===== src/sv/qcpm_pkg.sv =====
// Package for the quad cascaded PID mixer: register indexes, widths and constants.
// Used by the serial multiplier and the top level; depends on nothing.
package qcpm_pkg;

    localparam int GAIN_W = 32;
    localparam int CFG_IDX_W = 3;
    localparam int CFG_DATA_W = 32;
    localparam int IN_TDATA_W = 120;
    localparam int OUT_TDATA_W = 64;
    localparam int MUL_A_W = 40;

    typedef enum logic [CFG_IDX_W-1:0] {
        REG_THRUST   = 3'd0,
        REG_PITCH_KP = 3'd1,
        REG_ROLL_KP  = 3'd2,
        REG_YAW_KP   = 3'd3,
        REG_ANGLE_KI = 3'd4,
        REG_ANGLE_KD = 3'd5,
        REG_RATE_KP  = 3'd6,
        REG_RATE_KD  = 3'd7
    } cfg_reg_t;

    localparam logic signed [15:0] THRUST_RST = 16'sd20;
    localparam logic [31:0] PITCH_KP_RST = 32'd18350080;
    localparam logic [31:0] ROLL_KP_RST = 32'd16384000;
    localparam logic [31:0] YAW_KP_RST = 32'd98304;
    localparam logic [31:0] RATE_KP_RST = 32'd2621;
    localparam logic [31:0] RATE_KD_RST = 32'd131;
    localparam logic [31:0] YAW_INNER_KP = 32'd3015;
    localparam logic [31:0] YAW_INNER_KD = 32'd786;
    localparam int TARGET_CENTER = 1500;
    localparam int INTEG_LIMIT = 76800;

    typedef struct packed {
        logic start;
        logic signed [MUL_A_W-1:0] a;
        logic [GAIN_W-1:0] b;
    } mul_req_t;

endpackage


===== src/sv/qcpm_mul.sv =====
// Bit-serial signed by unsigned multiplier, one gain bit per cycle.
// Depends on qcpm_pkg.
module qcpm_mul
(
    input  logic clk,
    input  logic rst_n,
    input  qcpm_pkg::mul_req_t req,
    output logic busy,
    output logic signed [qcpm_pkg::MUL_A_W+qcpm_pkg::GAIN_W:0] prod
);

    localparam int PW = qcpm_pkg::MUL_A_W + qcpm_pkg::GAIN_W + 1;

    logic signed [qcpm_pkg::MUL_A_W-1:0] a_reg;
    logic [qcpm_pkg::GAIN_W-1:0] b_reg;
    logic signed [PW-1:0] acc_reg;
    logic [5:0] cnt_reg;

    always_ff @(posedge clk or negedge rst_n)
    begin
        if (!rst_n)
        begin
            cnt_reg <= '0;
        end
        else if (req.start)
        begin
            cnt_reg <= 6'(qcpm_pkg::GAIN_W);
        end
        else if (cnt_reg != '0)
        begin
            cnt_reg <= cnt_reg - 6'd1;
        end
    end

    always_ff @(posedge clk)
    begin
        if (req.start)
        begin
            a_reg   <= req.a;
            b_reg   <= req.b;
            acc_reg <= '0;
        end
        else if (cnt_reg != '0)
        begin
            if (b_reg[qcpm_pkg::GAIN_W-1])
            begin
                acc_reg <= (acc_reg <<< 1) + PW'(a_reg);
            end
            else
            begin
                acc_reg <= acc_reg <<< 1;
            end
            b_reg <= b_reg << 1;
        end
    end

    assign busy = (cnt_reg != '0) || req.start;
    assign prod = acc_reg;

endmodule

===== config.mk =====
export PLATFORM = sky130hd
export DESIGN_NAME = qcpm_mul
export DESIGN_NICKNAME = d
export VERILOG_FILES = /design/src/sv/qcpm_pkg.sv /design/src/sv/qcpm_mul.sv
export SDC_FILE = /design/constraint.sdc
export NUM_CORES = 1
export LEC_CHECK = 0
export ABC_CLOCK_PERIOD_IN_PS = 4400
export BUFFER_PORTS_ARGS = -buffer_cell sky130_fd_sc_hd__buf_2
export CORE_ASPECT_RATIO = 1.25
export CORE_MARGIN = 4
export CORE_UTILIZATION = 59
export DETAILED_ROUTE_END_ITERATION = 10
export PLACE_DENSITY = 0.92
export SLEW_MARGIN = 20
export SYNTH_ARGS = -nofsm -noshare
export SYNTH_HDL_FRONTEND = slang
export SYNTH_SLANG_ARGS = --single-unit

===== constraint.sdc =====
create_clock -name clk -period 4.4 [get_ports clk]
set_input_delay 0.66 -clock clk [delete_from_list [all_inputs] [get_ports clk]]
set_output_delay 0.66 -clock clk [all_outputs]
set_load 0.02 [all_outputs]

# After elaboration in Yosys (flattened, before gate mapping)
# Index checks and enable logic that the tools add are counted.
# word_totals
regBits	151
in_bits	75
out_inout_bits	74
elab_cells	14
# op_classes
addsub	2
mux	5
reduce_logical	3
# op_table
op	n
73-bit by 40-bit adder with 73-bit output	1
73-bit two-way mux	1
32-bit two-way mux	2
6-bit two-way mux	2
6-bit nonzero test	1
6-bit by 1-bit subtractor with 6-bit output, second input constant	1
2-bit nonzero test	1
1-bit logical OR	1

# Depth between registers and ports, before layout
# depth
ltp_word	3
ltp_mapped	14
mapped_depth_nobuf	14

# Least setup slack after synthesis
# Ideal clock, no wire load.
# synth_timing
path_type	reg2reg
start	reg acc_reg[0] (netlist: prod[0])
end	reg acc_reg[67] (netlist: prod[67])
setup_time_ps	86
arrival_time_ps	3399
slack_ps	916
path_stages_with_launch	14
path_buffers	0
path_cell_list	dfxtp_1 -> ha_1 -> inv_1 -> fa_1 -> and2b_1 -> o211ai_1 -> a311oi_1 -> o211ai_1 -> and2_1 -> o31a_1 -> o311ai_2 -> a311oi_1 -> or3_1 -> a211oi_1
# synth_via
elab_chain_len	2
# synth_lines
element	line_no	text
start: declaration	qcpm_mul.sv:16	logic signed [PW-1:0] acc_reg;
start signal: assignment	qcpm_mul.sv:47	acc_reg <= (acc_reg <<< 1) + PW'(a_reg);
start signal: assignment	qcpm_mul.sv:51	acc_reg <= acc_reg <<< 1;
73-bit by 40-bit adder with 73-bit output	qcpm_mul.sv:47	
73-bit two-way mux	qcpm_mul.sv:45	if (b_reg[qcpm_pkg::GAIN_W-1])
# No other way between the ends.
# A chain may end at the register's enable or synchronous reset.

# Final worst setup path
# layout_timing
start	reg acc_reg[0] (netlist: prod[0])
end	reg acc_reg[65] (netlist: prod[65])
# Same word-level chain as after synthesis.

==> reports/results.ini <==
[final_layout]
area_growth_pct = 13.4
layout-drive-gt1-share = 0.184
fin_cells = 1516
n_antenna_cell = 0
nets = 1427
final_util = 0.680
largest_reg_flops = 73

[yosys]
yosysSeqAreaShare = 0.362
syn_nets = 1331
synth_seq_cells = 151
synth-simple-area-share = 0.148
synth_adder_area_share = 0.0885
yosysWarnings = 0
synth_flop_cell = dfxtp_1
synth_most_common_cell = a21oi_1
yosys.area.top_type_share = 0.208
syn-instance-count = 1183
async_reset_ff_frac = 0.0397
synth_xor_area_frac = 0.0522
postSynthAreaPerCell_um2 = 8.80
synthMuxAreaShare = 0.0701
synth_compound_area_frac = 0.236
synth.area.top_cells = edfxtp_1 21%, dfxtp_1 14%, ha_1 8.7%, a21oi_1 5.9%, a211oi_1 4.4%
syn_area_um2 = 10400
yosys.area.top_type = edfxtp_1
synth_edf_count = 72
synth_top_family_by_area = compound AO/OA/AOI/OAI gates
synth.top_cells.by_count = 122 x a21oi_1, 112 x nor2_1, 96 x nand2_1
yosysUniqueCellTypes = 67

[status]
status = completed

[timing]
rsz0062_at_grt = false
period_minus_slack_ps = 3960
setup_viol = 0
period_share = 0.901
slew_viol_final = 0
finalSetupTns_ps = 0
finalClockSkew_ps = 11.6
hold_viol = 0
max_slew_margin = 0.326
fmax_mhz = 252
worstMarginPinSlew_ps = 1010

[global_routing]
met2_usage = 0.478
grt-ovfl-total = 0
grt_use_total = 0.281
grt_start_max_net_pins = 86
grt-busiest-layer = met2
grt_util_met1 = 0.339
antenna_found_initial = 0
grt_pass1_wl_um = 45700
use_met3 = 0.0539
grt_pass1_vias = 9306

[setup_path]
crit_path_cell_trace = ha_1 -> inv_1 -> fa_1 -> and2b_1 -> o211ai_1 -> a311oi_1 -> o31ai_1 -> o211ai_1 -> a21oi_1 -> o21ai_1 -> a21o_1 -> a21oi_1 -> mux2i_1 -> o32ai_1
r2r_slack_ps = 440
cp_slowest_cell = a311oi_1
cp_data_arrival_time_ps = 4300
crit_cells = 14
slowest_delay_ps = 510
crit_family = compound AO/OA/AOI/OAI gates
reg2reg_depth = 14
required_ps = 4740
cp-end-kind = flip-flop
cp_max_fo = 4
setup.worst_path.class = reg -> reg
timing.rr.end = prod[65]
start_kind = flip-flop
critical_path_buf_inv_count = 1
r2r-start = prod[0]

[clocking]
clk_latency_ps = 440
cts_tree = done
clockBufferDepth = 2
htreeDepth = 4
cts.sinks = 151
cts_hold_buf = 0
cts_made_buffers = 17
cts_setup_buffers = 0
clockRootBuffer = clkbuf_16
clkTransAtPathRegs_ps = 70
post_cts_resized = 0

[detailed_routing]
first_pass_iters = 7
wirelength_um = 28600
ant_nets = 0
routed_via_density = 6.37
drt_iter0_drc = 862
vias = 9661
drc_errors = 0
wl_per_cell_um = 18.8

[worst_hold_path]
hold_class = in -> async

[die]
die_w_um = 127
start_util = 0.600
io_pins = 149
core_area_um2 = 17400
dieArea_um2 = 19800
die_h_um = 157
rows = 54

[pwr]
cellPowerDensity_nw_per_um2 = 699
ir_worst_vdd_mv = 0.534
p_leak_nw = 5.33

[placed_design]
dp_hpwl_um = 20300
io_buffers = 148
place_inst = 1484
gp_congestion = 0.951

[flow_run]
cap_viol_max_count = 0

[metrics by stage]
step / power [mW] / cell area [um^2] / hold slack [ps] / worst slack (ps)
finish: 8.25 / 11800 / 34.1 / 436
global route: 8.78 / 11800 / 28.0 / 280
CTS: 8.18 / 11800 / 28.5 / 526
detailed placement: 6.66 / 11200 / 488 / 574
global placement: 6.54 / 11200 / 473 / 646
floorplan: 5.52 / 10400 / 364 / 916
[cell usage in the layout (no fill, tap or decap), drive strengths merged, types with 6 or more instances in the layout]
| cell | Yosys | final |
|---|---|---|
| dfxtp | 73 | 73 |
| ha | 72 | 72 |
| a21oi | 123 | 123 |
| mux2 | 31 | 31 |
| xor2 | 22 | 22 |
| mux2i | 38 | 38 |
| o21ai | 56 | 56 |
| nor4 | 7 | 7 |
| o21bai | 16 | 16 |
| nand2 | 96 | 96 |
| nor2 | 112 | 112 |
| or2 | 6 | 6 |
| or3 | 8 | 8 |
| clkbuf | 64 | 17 |
| inv | 37 | 47 |
| o211ai | 12 | 12 |
| nor2b | 7 | 7 |
| edfxtp | 72 | 72 |
| a21boi | 9 | 9 |
| dfrtp | 6 | 6 |
| buf | 16 | 157 |
| o31ai | 8 | 8 |
| nor3 | 21 | 21 |
| and3 | 6 | 6 |
| a31oi | 8 | 8 |
| xnor2 | 40 | 40 |
| nand4 | 31 | 31 |
| o21a | 8 | 8 |
| a21o | 40 | 40 |
| a211oi | 62 | 62 |
| nand3 | 24 | 24 |
[cell type report]
type / instances / area (um^2)
multi-input cells: 915 / 6200
fillers: 1292 / 5560
flip-flops and latches: 151 / 3770
repair buffers: 157 / 823
clock buffers: 17 / 425
well taps: 224 / 280
clock inverters: 15 / 166
inverters: 37 / 139
[per-layer routing]
layer	wire, um	vias to the layer above	part of all wire
li1	-	4592	-
met4	1430	0	0.050
met1	11100	4516	0.39
met5	0	-	0
met3	1960	115	0.069
met2	14100	438	0.49
[worst register-to-register path, stage by stage, from the launching register on]
cell and delay (ps):
dfxtp_1 390, ha_1 190, inv_1 50, fa_1 370
and2b_1 240, o211ai_1 110, a311oi_1 510, o31ai_1 150
o211ai_1 360, a21oi_1 230, o21ai_1 450, a21o_1 290
a21oi_1 160, mux2i_1 150, o32ai_1 240
[report_power, final]
group / internal (mW) / switching (mW)
Sequential: 1.89 / 0.381
Clock: 0.766 / 0.718
Combinational: 1.75 / 2.75
Total: 4.40 / 3.85
[cell families (layout without fill, tap and decap cells)]
logic type               count (synthesis)  after routing
XOR/XNOR                                62             62
buffers and inverters                  117            226
multiplexers                            69             69
AND/OR/NAND/NOR                        335            335
flip-flops                             151            151
adder cells (fa/ha/maj)                 73             73
AO/OA/AOI/OAI                          376            376
[how the worst max path moves through the flow]
stage / from / end
after floorplan: prod[0] / prod[67]
after global placement: prod[0] / prod[67]
after detailed placement: prod[0] / prod[61]
after CTS: prod[0] / prod[61]
after global routing: prod[0] / prod[61]
final: prod[0] / prod[65]
No activity file was read; power rests on OpenSTA's default activity.
